`config.mk`:
```
export PLATFORM = sky130hd
export DESIGN_NAME = multi_policy_process_scheduler
export DESIGN_NICKNAME = d
export VERILOG_FILES = /design/src/rtl/core/mpps_pkg.sv /design/src/rtl/core/mpps_queue.sv /design/src/rtl/core/multi_policy_process_scheduler.sv
export SDC_FILE = /design/constraint.sdc
export NUM_CORES = 1
export LEC_CHECK = 0
export BUFFER_PORTS_ARGS = -buffer_cell sky130_fd_sc_hd__buf_4
export CORE_MARGIN = 5
export CORE_UTILIZATION = 50
export CTS_CLUSTER_SIZE = 30
export DETAILED_ROUTE_END_ITERATION = 8
export PLACE_DENSITY = 0.67
export REMOVE_ABC_BUFFERS = 1
export SYNTH_ARGS = -nofsm -noshare
export SYNTH_HDL_FRONTEND = slang
export SYNTH_HIERARCHICAL = 1
export SYNTH_SLANG_ARGS = --single-unit
```
`constraint.sdc`:
```
create_clock -name clk_i -period 6.24 [get_ports clk_i]
set_input_delay 1.248 -clock clk_i [delete_from_list [all_inputs] [get_ports clk_i]]
set_output_delay 1.248 -clock clk_i [all_outputs]
set_load 0.05 [all_outputs]
```
`src/rtl/core/mpps_pkg.sv`:
```
// Package with the shared types and codes of the job scheduler.
`timescale 1ns / 1ps
`default_nettype none
package mpps_pkg;

  localparam logic [2:0] POL_NONE = 3'd0;
  localparam logic [2:0] POL_FCFS = 3'd1;
  localparam logic [2:0] POL_RR   = 3'd2;
  localparam logic [2:0] POL_SJF  = 3'd3;
  localparam logic [2:0] POL_AGE  = 3'd4;

  localparam logic [1:0] ST_OK     = 2'd0;
  localparam logic [1:0] ST_NOPOL  = 2'd1;
  localparam logic [1:0] ST_FULL   = 2'd2;
  localparam logic [1:0] ST_IDLE   = 2'd3;

  localparam logic CFG_POLICY = 1'b0;
  localparam logic CFG_SLICE  = 1'b1;

  localparam logic [3:0] DEFAULT_SLICE = 4'd2;

  typedef enum logic [2:0] {
    S_IDLE,
    S_PREP,
    S_SCAN,
    S_SHIFT,
    S_AGE,
    S_CHECK,
    S_OUT
  } state_e;

endpackage
`default_nettype wire

```
`src/rtl/core/mpps_queue.sv`:
```
// Waiting queue register file with a single read port and a single write port.
`timescale 1ns / 1ps
`default_nettype none
module mpps_queue import mpps_pkg::*; #(
  parameter int QUEUE_DEPTH = 4,
  parameter int ID_BITS     = 8,
  parameter int LENGTH_BITS = 10,
  localparam int IW = (QUEUE_DEPTH > 1) ? $clog2(QUEUE_DEPTH) : 1
) (
  input  wire                    clk_i,
  input  wire  [IW-1:0]          rd_idx_i,
  output logic [ID_BITS-1:0]     rd_id_o,
  output logic [LENGTH_BITS-1:0] rd_line_o,
  output logic [LENGTH_BITS-1:0] rd_len_o,
  output logic [LENGTH_BITS-1:0] rd_rank_o,
  input  wire                    we_i,
  input  wire  [IW-1:0]          wr_idx_i,
  input  wire  [ID_BITS-1:0]     wr_id_i,
  input  wire  [LENGTH_BITS-1:0] wr_line_i,
  input  wire  [LENGTH_BITS-1:0] wr_len_i,
  input  wire  [LENGTH_BITS-1:0] wr_rank_i
);

  logic [ID_BITS-1:0]     id_q   [QUEUE_DEPTH];
  logic [LENGTH_BITS-1:0] line_q [QUEUE_DEPTH];
  logic [LENGTH_BITS-1:0] len_q  [QUEUE_DEPTH];
  logic [LENGTH_BITS-1:0] rank_q [QUEUE_DEPTH];

  assign rd_id_o   = id_q[rd_idx_i];
  assign rd_line_o = line_q[rd_idx_i];
  assign rd_len_o  = len_q[rd_idx_i];
  assign rd_rank_o = rank_q[rd_idx_i];

  always_ff @(posedge clk_i) begin
    if (we_i) begin
      id_q[wr_idx_i]   <= wr_id_i;
      line_q[wr_idx_i] <= wr_line_i;
      len_q[wr_idx_i]  <= wr_len_i;
      rank_q[wr_idx_i] <= wr_rank_i;
    end
  end

endmodule
`default_nettype wire

```
`src/rtl/core/multi_policy_process_scheduler.sv`:
```
// Top level of the multi-policy job scheduler.
// The input channel (in_valid_i/in_ready_o) carries one beat per command:
// func 0 adds a job, func 1 is a scheduler tick that runs one line.
// Each command beat yields exactly one result beat on the output channel
// (out_valid_o/out_ready_i) with a status and the tick outcome.
// Configuration writes use cfg_valid_i/cfg_ready_o with an index and data:
// index 0 is the policy, index 1 the round robin slice length.
// A command walks the waiting queue one entry per cycle through a single
// read port and a single write port. The longest command is an aging tick
// that pops the head, shifts the queue down, ages every entry and then
// requeues a preempted job in rank order. One command is in flight at a
// time. The block is ready again in the cycle after the result beat is
// taken. If the receiver stalls, the result is held and no command is taken.
// Reset clears the queue count, running job and registers; the queue
// entries themselves are not cleared, as only filled entries are read.
`timescale 1ns / 1ps
`default_nettype none
module multi_policy_process_scheduler import mpps_pkg::*; #(
  parameter int QUEUE_DEPTH = 4,
  parameter int ID_BITS     = 8,
  parameter int LENGTH_BITS = 10
) (
  input  wire                    clk_i,
  input  wire                    rst_ni,
  input  wire                    cfg_valid_i,
  output logic                   cfg_ready_o,
  input  wire                    cfg_index_i,
  input  wire  [3:0]             cfg_data_i,
  input  wire                    in_valid_i,
  output logic                   in_ready_o,
  input  wire                    func_i,
  input  wire  [ID_BITS-1:0]     job_id_i,
  input  wire  [LENGTH_BITS-1:0] job_length_i,
  input  wire                    fetch_fault_i,
  output logic                   out_valid_o,
  input  wire                    out_ready_i,
  output logic [1:0]             status_o,
  output logic                   ran_valid_o,
  output logic [ID_BITS-1:0]     ran_id_o,
  output logic [LENGTH_BITS-1:0] ran_line_o,
  output logic                   finished_o,
  output logic                   faulted_o,
  output logic                   preempted_o,
  output logic                   all_done_o
);

  localparam int IW = (QUEUE_DEPTH > 1) ? $clog2(QUEUE_DEPTH) : 1;
  localparam int CW = $clog2(QUEUE_DEPTH + 1);
  localparam logic [CW-1:0] DEPTH_C = CW'(QUEUE_DEPTH);

  state_e state_q, state_d;

  logic [2:0] pol_q;
  logic [3:0] slice_len_q;
  logic [CW-1:0] wcnt_q, wcnt_d, live_q, live_d;
  logic run_v_q, run_v_d;
  logic [ID_BITS-1:0] run_id_q, run_id_d;
  logic [LENGTH_BITS-1:0] run_line_q, run_line_d, run_len_q, run_len_d;
  logic [LENGTH_BITS-1:0] run_rank_q, run_rank_d;
  logic [3:0] slc_q, slc_d;

  // Pending insert job and walk pointers.
  logic [ID_BITS-1:0] ins_id_q, ins_id_d;
  logic [LENGTH_BITS-1:0] ins_line_q, ins_line_d, ins_len_q, ins_len_d;
  logic [LENGTH_BITS-1:0] ins_rank_q, ins_rank_d;
  logic [CW-1:0] ptr_q, ptr_d, pos_q, pos_d;
  logic shift_dn_q, shift_dn_d;   // 1: shifting toward head (pop)
  logic after_ins_q, after_ins_d; // requeue done, continue to aging/out
  logic chk_done_q, chk_done_d;

  logic [1:0] st_q, st_d;
  logic rv_q, rv_d, fin_q, fin_d, flt_q, flt_d, pre_q, pre_d, ad_q, ad_d;
  logic [ID_BITS-1:0] rid_q, rid_d;
  logic [LENGTH_BITS-1:0] rline_q, rline_d;

  logic [IW-1:0] rd_idx, wr_idx;
  logic we;
  logic [ID_BITS-1:0] rd_id, wr_id;
  logic [LENGTH_BITS-1:0] rd_line, rd_len, rd_rank, wr_line, wr_len, wr_rank;

  mpps_queue #(.QUEUE_DEPTH(QUEUE_DEPTH), .ID_BITS(ID_BITS),
               .LENGTH_BITS(LENGTH_BITS)) u_queue (
    .clk_i, .rd_idx_i(rd_idx), .rd_id_o(rd_id), .rd_line_o(rd_line),
    .rd_len_o(rd_len), .rd_rank_o(rd_rank), .we_i(we), .wr_idx_i(wr_idx),
    .wr_id_i(wr_id), .wr_line_i(wr_line), .wr_len_i(wr_len), .wr_rank_i(wr_rank)
  );

  logic pol_ok, sorted;
  assign pol_ok = (pol_q >= POL_FCFS) && (pol_q <= POL_AGE);
  assign sorted = (pol_q == POL_SJF) || (pol_q == POL_AGE);

  assign in_ready_o  = (state_q == S_IDLE);
  assign cfg_ready_o = (state_q == S_IDLE);
  assign out_valid_o = (state_q == S_OUT);
  assign status_o    = st_q;
  assign ran_valid_o = rv_q;
  assign ran_id_o    = rid_q;
  assign ran_line_o  = rline_q;
  assign finished_o  = fin_q;
  assign faulted_o   = flt_q;
  assign preempted_o = pre_q;
  assign all_done_o  = ad_q;

  // Sequencer: next state plus datapath updates.
  always_comb begin
    logic [LENGTH_BITS-1:0] nl;
    logic [3:0] lim;
    state_d = state_q;
    wcnt_d = wcnt_q; live_d = live_q;
    run_v_d = run_v_q; run_id_d = run_id_q; run_line_d = run_line_q;
    run_len_d = run_len_q; run_rank_d = run_rank_q; slc_d = slc_q;
    ins_id_d = ins_id_q; ins_line_d = ins_line_q; ins_len_d = ins_len_q;
    ins_rank_d = ins_rank_q; ptr_d = ptr_q; pos_d = pos_q;
    shift_dn_d = shift_dn_q; after_ins_d = after_ins_q; chk_done_d = chk_done_q;
    st_d = st_q; rv_d = rv_q; fin_d = fin_q; flt_d = flt_q; pre_d = pre_q;
    ad_d = ad_q; rid_d = rid_q; rline_d = rline_q;
    rd_idx = ptr_q[IW-1:0];
    we = 1'b0; wr_idx = ptr_q[IW-1:0];
    wr_id = ins_id_q; wr_line = ins_line_q; wr_len = ins_len_q; wr_rank = ins_rank_q;
    nl = '0;
    lim = (slice_len_q == 4'd0) ? 4'd1 : slice_len_q;
    case (state_q)
      S_IDLE: begin
        if (in_valid_i) begin
          st_d = ST_OK; rv_d = 1'b0; fin_d = 1'b0; flt_d = 1'b0; pre_d = 1'b0;
          ad_d = 1'b0; rid_d = '0; rline_d = '0;
          after_ins_d = 1'b0; chk_done_d = 1'b0;
          if (!pol_ok) begin
            st_d = ST_NOPOL; state_d = S_OUT;
          end else if (!func_i) begin
            if (live_q >= DEPTH_C) begin
              st_d = ST_FULL; state_d = S_OUT;
            end else begin
              ins_id_d = job_id_i; ins_line_d = '0; ins_len_d = job_length_i;
              ins_rank_d = job_length_i; live_d = live_q + 1'b1;
              ptr_d = '0; pos_d = wcnt_q; state_d = S_SCAN;
              after_ins_d = 1'b0; chk_done_d = 1'b1;
            end
          end else if (!run_v_q && wcnt_q == '0) begin
            st_d = ST_IDLE; state_d = S_OUT;
          end else begin
            flt_d = fetch_fault_i;
            if (!run_v_q) begin
              // Pop head into running slot, then shift queue down.
              ptr_d = '0; state_d = S_PREP;
            end else begin
              state_d = S_PREP; ptr_d = DEPTH_C; // marker: no pop
            end
          end
        end
      end
      S_PREP: begin
        // Pop when requested, then execute the line.
        if (ptr_q == '0) begin
          run_id_d = rd_id; run_line_d = rd_line; run_len_d = rd_len;
          run_rank_d = rd_rank; run_v_d = 1'b1; slc_d = '0;
          wcnt_d = wcnt_q - 1'b1; ptr_d = CW'(1);
          shift_dn_d = 1'b1; state_d = S_SHIFT;
        end else begin
          rid_d = run_id_q; rline_d = run_line_q;
          chk_done_d = 1'b0;
          if (flt_q) begin
            ins_id_d = run_id_q; ins_line_d = run_line_q; ins_len_d = run_len_q;
            ins_rank_d = run_rank_q; run_v_d = 1'b0; slc_d = '0;
            ptr_d = '0; pos_d = wcnt_q; after_ins_d = 1'b1; state_d = S_SCAN;
          end else begin
            rv_d = 1'b1;
            nl = run_line_q + 1'b1;
            run_line_d = nl;
            slc_d = slc_q + 1'b1;
            if (nl >= run_len_q) begin
              fin_d = 1'b1; run_v_d = 1'b0; slc_d = '0;
              if (live_q != '0) live_d = live_q - 1'b1;
              if (live_q <= CW'(1)) ad_d = 1'b1;
              state_d = (pol_q == POL_AGE) ? S_AGE : S_OUT;
              ptr_d = '0;
            end else if (pol_q == POL_RR && (slc_q + 1'b1) >= lim) begin
              pre_d = 1'b1;
              ins_id_d = run_id_q; ins_line_d = nl; ins_len_d = run_len_q;
              ins_rank_d = run_rank_q; run_v_d = 1'b0; slc_d = '0;
              ptr_d = '0; pos_d = wcnt_q; after_ins_d = 1'b1; chk_done_d = 1'b1;
              state_d = S_SCAN;
            end else begin
              state_d = (pol_q == POL_AGE) ? S_AGE : S_OUT;
              ptr_d = '0;
            end
          end
        end
      end
      S_SHIFT: begin
        if (shift_dn_q) begin
          // Move entry ptr to ptr-1 for all ptr < old count.
          if (ptr_q <= wcnt_q) begin
            rd_idx = ptr_q[IW-1:0];
            we = 1'b1; wr_idx = IW'(ptr_q - 1'b1);
            wr_id = rd_id; wr_line = rd_line; wr_len = rd_len; wr_rank = rd_rank;
            ptr_d = ptr_q + 1'b1;
          end else begin
            ptr_d = DEPTH_C; state_d = S_PREP;
          end
        end else begin
          // Open a hole at pos by moving entries up, from the back.
          if (ptr_q > pos_q) begin
            rd_idx = IW'(ptr_q - 1'b1);
            we = 1'b1; wr_idx = ptr_q[IW-1:0];
            wr_id = rd_id; wr_line = rd_line; wr_len = rd_len; wr_rank = rd_rank;
            ptr_d = ptr_q - 1'b1;
          end else begin
            we = 1'b1; wr_idx = pos_q[IW-1:0];
            wcnt_d = wcnt_q + 1'b1;
            ptr_d = '0;
            if (after_ins_q && !chk_done_q && pol_q == POL_AGE) state_d = S_AGE;
            else if (after_ins_q && pol_q == POL_AGE && !pre_q) state_d = S_AGE;
            else state_d = S_OUT;
          end
        end
      end
      S_SCAN: begin
        // Find first waiting entry with rank greater than the new rank.
        if (sorted && ptr_q < wcnt_q && ptr_q < pos_q) begin
          if (rd_rank > ins_rank_q) pos_d = ptr_q;
          ptr_d = ptr_q + 1'b1;
        end else begin
          ptr_d = wcnt_q; shift_dn_d = 1'b0; state_d = S_SHIFT;
        end
      end
      S_AGE: begin
        if (ptr_q < wcnt_q) begin
          we = 1'b1; wr_idx = ptr_q[IW-1:0];
          wr_id = rd_id; wr_line = rd_line; wr_len = rd_len;
          wr_rank = (rd_rank != '0) ? rd_rank - 1'b1 : rd_rank;
          ptr_d = ptr_q + 1'b1;
        end else begin
          ptr_d = '0;
          state_d = (flt_q) ? S_OUT : S_CHECK;
        end
      end
      S_CHECK: begin
        rd_idx = '0;
        if (run_v_q && live_q > CW'(1) && wcnt_q != '0 && rd_rank < run_rank_q) begin
          pre_d = 1'b1;
          ins_id_d = run_id_q; ins_line_d = run_line_q; ins_len_d = run_len_q;
          ins_rank_d = run_rank_q; run_v_d = 1'b0; slc_d = '0;
          ptr_d = '0; pos_d = wcnt_q; after_ins_d = 1'b1; chk_done_d = 1'b1;
          state_d = S_SCAN;
        end else begin
          state_d = S_OUT;
        end
      end
      S_OUT: begin
        if (out_ready_i) state_d = S_IDLE;
      end
      default: state_d = S_IDLE;
    endcase
  end

  always_ff @(posedge clk_i or negedge rst_ni) begin
    if (!rst_ni) begin
      state_q <= S_IDLE;
      pol_q <= POL_NONE; slice_len_q <= DEFAULT_SLICE;
      wcnt_q <= '0; live_q <= '0; run_v_q <= 1'b0;
      run_id_q <= '0; run_line_q <= '0; run_len_q <= '0; run_rank_q <= '0;
      slc_q <= '0;
      ptr_q <= '0; pos_q <= '0; shift_dn_q <= 1'b0; after_ins_q <= 1'b0;
      chk_done_q <= 1'b0;
    end else begin
      state_q <= state_d;
      wcnt_q <= wcnt_d; live_q <= live_d; run_v_q <= run_v_d;
      run_id_q <= run_id_d; run_line_q <= run_line_d; run_len_q <= run_len_d;
      run_rank_q <= run_rank_d; slc_q <= slc_d;
      ptr_q <= ptr_d; pos_q <= pos_d; shift_dn_q <= shift_dn_d;
      after_ins_q <= after_ins_d; chk_done_q <= chk_done_d;
      if (cfg_valid_i && cfg_ready_o) begin
        if (cfg_index_i == CFG_POLICY) begin
          if (cfg_data_i[2:0] != pol_q && live_q == '0) pol_q <= cfg_data_i[2:0];
        end else begin
          slice_len_q <= cfg_data_i;
        end
      end
    end
  end

  always_ff @(posedge clk_i) begin
    ins_id_q <= ins_id_d; ins_line_q <= ins_line_d; ins_len_q <= ins_len_d;
    ins_rank_q <= ins_rank_d;
    st_q <= st_d; rv_q <= rv_d; fin_q <= fin_d; flt_q <= flt_d; pre_q <= pre_d;
    ad_q <= ad_d; rid_q <= rid_d; rline_q <= rline_d;
  end

endmodule
`default_nettype wire

```
==> results_tabular.tex, run 1 <==
\begin{tabular}{lr}
\hline
Metric & Value \\
\hline
\multicolumn{2}{l}{\textbf{Finish}} \\
Relative area change from synthesis to final layout & 14.30\% \\
Sequential cell area & 0.008159 mm² \\
Layout cell share with drive strength beyond 1 & 0.1743 \\
Post-layout net count & 1242 \\
Final non-filler cell area & approximately 0.015 mm² \\
Fill cells & 2210 \\
Area of combinational cells with multiple inputs & 0.004906 mm² \\
Share of the core filled with cells & 0.5768 \\
Antenna fix cells & 0 \\
Non-Filler Instances & $\sim$1500 \\
\multicolumn{2}{l}{\textbf{Place}} \\
Final GP Congestion & slightly below 0.9 \\
Port Buffers & between 50 and 60 \\
HPWL Detailed & between 20000 and 25000 µm \\
Post-placement cell count & between 1000 and 1500 \\
Post-detailed-placement cell area & 0.01430 mm² \\
\multicolumn{2}{l}{\textbf{Power}} \\
Power per unit of standard cell area & 572.3 mW/mm² \\
Leakage Power & 6.088 nW \\
Overall power & 0.008823 W \\
Worst IR drop on VDD & 0.0003176 V \\
\multicolumn{2}{l}{\textbf{Critical path}} \\
Class of the most critical setup path & reg2reg \\
R2r endpoint & ins\_id\_q[0] \\
Delay of the slowest critical-path stage & 0.65 ns \\
Number of buffers and inverters on the critical path & 4 \\
Critical path startpoint & ptr\_q[0] \\
Startpoint of the worst register-to-register path & ptr\_q[0] \\
Flop2flop setup slack & 0.45 ns \\
Critical path launch point type & flop \\
CP cell instances & inv\_1 -> ha\_1 -> nand3b\_1 -> nand2\_1 -> nand2\_1 -> inv\_2 -> ha\_1 -> o21ai\_4 -> buf\_4 -> mux4\_2 -> ha\_1 -> a21oi\_1 -> o21ai\_0 -> a21oi\_1 -> a21oi\_1 -> nor4\_1 -> and3\_2 -> buf\_4 \\
Crit path arrival time & 5.98 ns \\
Endpoint class of the critical path & flop \\
Required time worst endpoint & 6.43 ns \\
Largest fanout of any net on the critical path & 38 \\
Worst Reg2Reg Path Length in Cells & 18 \\
Critical path's slowest cell & mux4\_2 \\
Critical path endpoint & ins\_id\_q[0] \\
Largest delay share family, worst path & simple AND/OR/NAND/NOR gates \\
Logic depth of the worst setup path including buffers & 18 \\
\multicolumn{2}{l}{\textbf{Floorplanning}} \\
Standard cell core area & 0.02673 mm² \\
Die Area & around 0.030 mm² \\
IO Count & 58 \\
Starting Density & 0.5046 \\
Std cell rows & 60 \\
DIE HEIGHT & 174.2 µm \\
Width of the chip & 174.2 µm \\
\multicolumn{2}{l}{\textbf{Route}} \\
Average wire length per cell after detail routing & 21.70 µm \\
Routed length on met1 & 14520 µm \\
Uppermost layer routed & met5 \\
Residual DRC count & 0 \\
Number of violations reported at the end of detailed-routing iteration 0 & 882 \\
DR vias & 9000 \\
DR WL met2 & 15500 µm \\
Pre-Repair DR Iteration Count & 5 \\
Drt via density & 5.909 \\
Post-detailed-routing wire length & 33040 µm \\
Detail Route met3 WL & 2175 µm \\
ANT nets after route & 0 \\
\multicolumn{2}{l}{\textbf{Global routing}} \\
GR Overflow Total & 0 \\
Wire length of the first global-routing pass & 52350 µm \\
Number of global-route vias before repair & 9200 \\
Pin count of the biggest net entering global routing & 69 \\
Number of antenna violations at the first check in global routing & 1 \\
Total routing resource utilization after global routing & 0.2177 \\
\multicolumn{2}{l}{\textbf{Clocking}} \\
H-Tree Level Count & 1 \\
Clock sinks & 283 \\
Insertion delay of the later-clocked pin in the worst-skew pair & 0.56 ns \\
Setup Fix Bufs, Post-CTS & 0 \\
PostCTS Resize Cnt & 0 \\
Number of hold buffers added after CTS & 0 \\
Max Buffers Root-to-Sink & 3 \\
Register clock-pin slew on the reported worst setup and hold paths & 0.07 ns \\
Cell chosen for the clock root & clkbuf\_16 \\
TritonCTS clock tree & yes \\
Clock buffers created by TritonCTS & 31 \\
\multicolumn{2}{l}{\textbf{Worst hold path}} \\
Worst hold-check path type & reg2reg \\
\multicolumn{2}{l}{\textbf{Logic synthesis}} \\
Proportion of synthesized chip area in sequential cells & 0.6050 \\
Top cells by area, synth & edfxtp\_1 48\%, dfrtp\_1 12\%, mux4\_2 6.3\% \\
Average size of a mapped cell & $\sim$12 µm² \\
Area fraction of the dominant cell type after synthesis & 0.4787 \\
Most common cell in the synthesized netlist & nand2\_1 \\
Count of synthesis-stage warnings from yosys & 6 \\
EDFF count, synth & 215 \\
Post-synthesis cell area & 0.01349 mm² \\
Library cell with the largest summed area after synthesis & edfxtp\_1 \\
Post-synth top flop & edfxtp\_1 \\
Proportion of synthesized flip-flops having asynchronous set or reset & 0.2403 \\
Seq cells post-synth & 283 \\
Gate count of the mapped netlist & 1092 \\
Distinct cell type count of the synthesized netlist & 76 \\
Commonest cells in the synthesized netlist & 217 x nand2\_1, 215 x edfxtp\_1, 79 x o21ai\_0 \\
\multicolumn{2}{l}{\textbf{Timing}} \\
Fin. max-slew vios & 0 \\
Highest achievable clock rate & 0.1728 GHz \\
Max-Slew Margin vs Limit & 0.2474 \\
Number of hold violations in the final report & 0 \\
Min Clock Period, post-route & 5.788 ns \\
Setup TNS & 0 ns \\
RSZ-0062 raised after global routing & false \\
Final worst path period share & 0.9275 \\
Final Setup Violations & 0 \\
Final Skew & 0.01371 ns \\
Slew at the pin closest to its max-slew limit & 1.120 ns \\
\multicolumn{2}{l}{\textbf{Outcome}} \\
Outcome & complete, no violations \\
\multicolumn{2}{l}{\textbf{Flow run}} \\
Max capacitance violation total & 0 \\
\hline
\end{tabular}
how the worst min path moves through the flow:
stage / from / endpoint / cells past startpoint
2_1_floorplan: run_id_q[0] / run_id_q[0] / 2
3_3_place_gp: run_id_q[7] / run_id_q[7] / 2
3_5_place_dp: run_id_q[7] / run_id_q[7] / 2
4_1_cts: after_ins_q / after_ins_q / 2
5_1_grt: slice_len_q[2] / slice_len_q[2] / 1
6_report: run_id_q[2] / run_id_q[2] / 2
through the flow:
step | hold slack (ns) | setup WS [ns]
final | 0.4997 | 0.4522
after global routing | 0.5316 | 0.1684
after CTS | 0.5041 | 0.5073
after detailed placement | 0.4803 | 0.5441
after global placement | 0.4869 | 0.6391
after floorplan | 0.4599 | -3.631
tightest hold or removal path: cells and delay by family (launching register included):
family | cells | cell delay, ns
flip-flops | 1 | 0.36
AND/OR/NAND/NOR | 2 | 0.11
state kept, by name, indices dropped and copies added, names as in the netlist, 32 cells and up:
register	flops
u_queue/rank_q	40
u_queue/len_q	40
u_queue/id_q	32
u_queue/line_q	40
cells in the final DEF, fill, tap and decap left out, types with 5 or more instances in the layout:
| cell | n |
|---|---|
| clkbuf_16 | 31 |
| nand2_1 | 215 |
| nand3_1 | 18 |
| mux2i_1 | 6 |
| ha_1 | 54 |
| edfxtp_1 | 215 |
| clkbuf_8 | 7 |
| inv_1 | 53 |
| buf_4 | 80 |
| clkbuf_1 | 6 |
| nor2_1 | 53 |
| dfrtp_1 | 67 |
| or3_1 | 5 |
| a31oi_1 | 8 |
| nand2b_1 | 7 |
| xor2_1 | 14 |
| bufinv_16 | 5 |
| mux4_2 | 38 |
| xnor2_1 | 13 |
| nor3_1 | 10 |
| and3_1 | 25 |
| o31ai_1 | 6 |
| nor4_1 | 5 |
| mux2_2 | 8 |
| a21oi_1 | 37 |
| a22oi_1 | 11 |
| o21ai_0 | 78 |
| nor2b_1 | 7 |
report_power, final:
part / internal (W) / leakage, nW / switching [W] / total [W]
Combinational: 0.00128 / 2.72 / 0.00244 / 0.00371
Sequential: 0.00286 / 2.82 / 0.000294 / 0.00316
Clock: 0.00121 / 0.542 / 0.000746 / 0.00195
Total: 0.00535 / 6.09 / 0.00348 / 0.00882
cell families after synthesis:
family,Yosys count,share of synthesized area
DFF,283,0.6050
AOI/OAI and AO/OA,194,0.09046
buffers and inverters,104,0.03451
xor gates and xnor gates,27,0.01753
muxes,53,0.07570
adders and majority gates,55,0.05158
and+or+nand+nor,376,0.1252
cell type report:
cell class                      instances  area share
Tap cell                              341     0.02768
Clock inverter                         14     0.01412
Sequential cell                       283      0.5293
Clock buffer                           44     0.05804
Multi-Input combinational cell        705      0.3183
Timing Repair Buffer                   80     0.03896
Inverter                               56     0.01364
per-layer routing:
layer / vias to the layer above / GRT usage
met4: 2 / 0.05378
met1: 4500 / 0.3143
met2: 304 / 0.3477
met3: 62 / 0.03763
li1: 4132 / -
met5: - / 0
Note: power is estimated with default switching activity, not from simulation.
==> run 2: changes to the inputs <==
--- a/config.mk
+++ b/config.mk
@@ -10,6 +10,7 @@
 export CORE_UTILIZATION = 50
 export CTS_CLUSTER_SIZE = 30
 export DETAILED_ROUTE_END_ITERATION = 8
+export HOLD_SLACK_MARGIN = 0.15
 export PLACE_DENSITY = 0.67
 export REMOVE_ABC_BUFFERS = 1
 export SYNTH_ARGS = -nofsm -noshare
==> constraint.sdc (replaced) <==
create_clock -name clk_i -period 6.2 [get_ports clk_i]
set_input_delay 1.24 -clock clk_i [delete_from_list [all_inputs] [get_ports clk_i]]
set_output_delay 1.24 -clock clk_i [all_outputs]
set_load 0.05 [all_outputs]
==> run 2 against run 1 <==
Against the previous run: hold slack improved by 0.0081 ns; maximum frequency fell by 0.11%; sequential power barely moved; core utilization fell by 0.85 points; die area did not move; final cell count fell by 0.26%; largest power group unchanged.
==> results_tabular.tex, run 2 (synthesized netlist as in run 1, its figures left out) <==
\begin{tabular}{lr}
\hline
Metric & Value \\
\hline
\multicolumn{2}{l}{\textbf{Route}} \\
Residual DRC count & 0 \\
Post-detailed-routing wire length & 32820 µm \\
Pre-Repair DR Iteration Count & 5 \\
Number of violations reported at the end of detailed-routing iteration 0 & 655 \\
ANT nets after route & 0 \\
Drt via density & 5.901 \\
DR vias & between 8000 and 9000 \\
Average wire length per cell after detail routing & approximately 22 µm \\
\multicolumn{2}{l}{\textbf{Floorplanning}} \\
Width of the chip & 174.2 µm \\
DIE HEIGHT & 174.2 µm \\
Std cell rows & 60 \\
Standard cell core area & approximately 0.027 mm² \\
Die Area & 0.03036 mm² \\
IO Count & 58 \\
Starting Density & 0.5046 \\
\multicolumn{2}{l}{\textbf{Timing}} \\
Max-Slew Margin vs Limit & 0.2797 \\
Min Clock Period, post-route & 5.794 ns \\
Number of hold violations in the final report & 0 \\
Highest achievable clock rate & 0.1726 GHz \\
Final Skew & $\sim$0.009 ns \\
Setup TNS & 0 ns \\
RSZ-0062 raised after global routing & false \\
Fin. max-slew vios & 0 \\
Final worst path period share & 0.9345 \\
Slew at the pin closest to its max-slew limit & 1.072 ns \\
Final Setup Violations & 0 \\
\multicolumn{2}{l}{\textbf{Critical path}} \\
Critical path's slowest cell & mux4\_2 \\
Critical path startpoint & ptr\_q[0] \\
Crit path arrival time & between 5 and 6 ns \\
Most prevalent standard cell on the critical path & ha\_1 \\
Startpoint of the worst register-to-register path & ptr\_q[0] \\
Class of the most critical setup path & reg2reg \\
CP cell instances & inv\_1 -> ha\_1 -> nand3b\_1 -> nand2\_1 -> nand2\_1 -> inv\_2 -> ha\_1 -> o21ai\_4 -> buf\_4 -> mux4\_2 -> ha\_1 -> o21ai\_0 -> o22ai\_1 -> nor4b\_4 -> a21oi\_1 -> nor4\_1 -> and3\_2 -> buf\_4 \\
Required time worst endpoint & 6.38 ns \\
Endpoint class of the critical path & flop \\
Delay of the slowest critical-path stage & around 0.63 ns \\
Largest fanout of any net on the critical path & 38 \\
Critical path launch point type & flop \\
\multicolumn{2}{l}{\textbf{Clocking}} \\
PostCTS Resize Cnt & 0 \\
Max Buffers Root-to-Sink & 3 \\
Clock buffers created by TritonCTS & 29 \\
Register clock-pin slew on the reported worst setup and hold paths & 0.06 ns \\
Number of hold buffers added after CTS & 0 \\
Clock sinks & 283 \\
Cell chosen for the clock root & clkbuf\_16 \\
Insertion delay of the later-clocked pin in the worst-skew pair & about 0.54 ns \\
TritonCTS clock tree & yes \\
Setup Fix Bufs, Post-CTS & 0 \\
H-Tree Level Count & 1 \\
\multicolumn{2}{l}{\textbf{Place}} \\
Port Buffers & 57 \\
Post-detailed-placement cell area & 0.01430 mm² \\
HPWL Detailed & between 20000 and 25000 µm \\
Post-placement cell count & 1465 \\
Final GP Congestion & 0.8916 \\
\multicolumn{2}{l}{\textbf{Power}} \\
Leakage Power & 5.982 nW \\
Worst IR drop on VDD & 0.0002469 V \\
Overall power & $\sim$0.0086 W \\
Power per unit of standard cell area & 563.7 mW/mm² \\
\multicolumn{2}{l}{\textbf{Global routing}} \\
Wire length of the first global-routing pass & just over 50000 µm \\
Number of antenna violations at the first check in global routing & 0 \\
Total routing resource utilization after global routing & 0.2122 \\
Number of global-route vias before repair & 9020 \\
Pin count of the biggest net entering global routing & 69 \\
GR Overflow Total & 0 \\
\multicolumn{2}{l}{\textbf{Worst hold path}} \\
Hold path startpoint & after\_ins\_q \\
Worst hold-check path type & reg2reg \\
\multicolumn{2}{l}{\textbf{Finish}} \\
Sequential cell area & 0.008159 mm² \\
Most used cells in the layout excluding fill and tap cells & 215 x nand2\_1, 215 x edfxtp\_1, 80 x buf\_4, 78 x o21ai\_0, 67 x dfrtp\_1 \\
Layout cell share with drive strength beyond 1 & 0.1647 \\
Relative area change from synthesis to final layout & 12.62\% \\
Antenna fix cells & 0 \\
Non-Filler Instances & roughly 1500 \\
Registers with the most flip-flops & u\_queue/len\_q x40, u\_queue/line\_q x40, u\_queue/rank\_q x40 \\
Post-layout net count & 1240 \\
Fill cells & around 2200 \\
Final non-filler cell area & 0.01519 mm² \\
Area of combinational cells with multiple inputs & 0.004906 mm² \\
\multicolumn{2}{l}{\textbf{Outcome}} \\
Outcome & complete, no violations \\
\multicolumn{2}{l}{\textbf{Flow run}} \\
Max capacitance violation total & 0 \\
\hline
\end{tabular}
-- run 2: changes by cell type in the layout (fill, tap and decap cells not counted) --
cell | previous run | this run
bufinv_16 | 5 | 1
clkbuf_8 | 7 | 2
clkinvlp_4 | 2 | 0
clkinv_4 | 1 | 2
inv_6 | 0 | 1
clkbuf_16 | 31 | 29
clkinv_1 | 1 | 9
inv_16 | 1 | 0
-- run 2: through the flow --
stage,utilization,hold slack (ns),setup WS [ns]
detailed placement,0.5352,0.4909,0.4133
CTS,0.5683,0.5078,0.3810
finish,0.5683,0.5079,0.4060
global route,0.5683,0.5323,0.1082
floorplan,-,0.4599,-3.671
global placement,0.5352,0.4792,0.5955
-- run 2: layout make-up --
class | count | share of cell area
sequential | 283 | 0.5372
multi-input combinational | 705 | 0.3230
clock buffer | 37 | 0.05108
timing repair buffer | 80 | 0.03954
tap | 341 | 0.02809
inverter | 56 | 0.01384
clock inverter | 17 | 0.007249
-- run 2: power breakdown --
part	leakage, nW	internal (W)	total, W	switching [W]
sequential	2.82	0.00288	0.00318	0.000294
clock	0.435	0.000922	0.00163	0.000706
combinational	2.72	0.00129	0.00376	0.00247
-- run 2: layer usage --
metal / global-route usage / vias up / wire length, µm
met5: 0 / - / 0
met3: 0.03241 / 57 / 2161
met1: 0.3030 / 4479 / 14330
li1: - / 4112 / -
met4: 0.05840 / 0 / 889
met2: 0.3426 / 316 / 15440
-- run 2: worst max-delay path, delay by kind of cell (launching register included) --
kind,cells,cell delay (ns)
AO/OA/AOI/OAI,4,0.75
adder cells (fa/ha/maj),3,0.85
buffers and inverters,4,1.22
flip-flops,1,0.47
multiplexers,1,0.63
AND/OR/NAND/NOR,6,1.48
-- run 2: final timing paths --
check                                  to  slack, ns  cells past startpoint
setup / recovery              ins_id_q[7]       0.41                     18
hold / removal                after_ins_q       0.51                      2
setup reg to reg              ins_id_q[7]       0.41                     18
hold reg to reg               after_ins_q       0.51                      2
max in group asynchronous     run_id_q[2]       4.68                      1
min in group asynchronous  slice_len_q[3]       0.86                      1
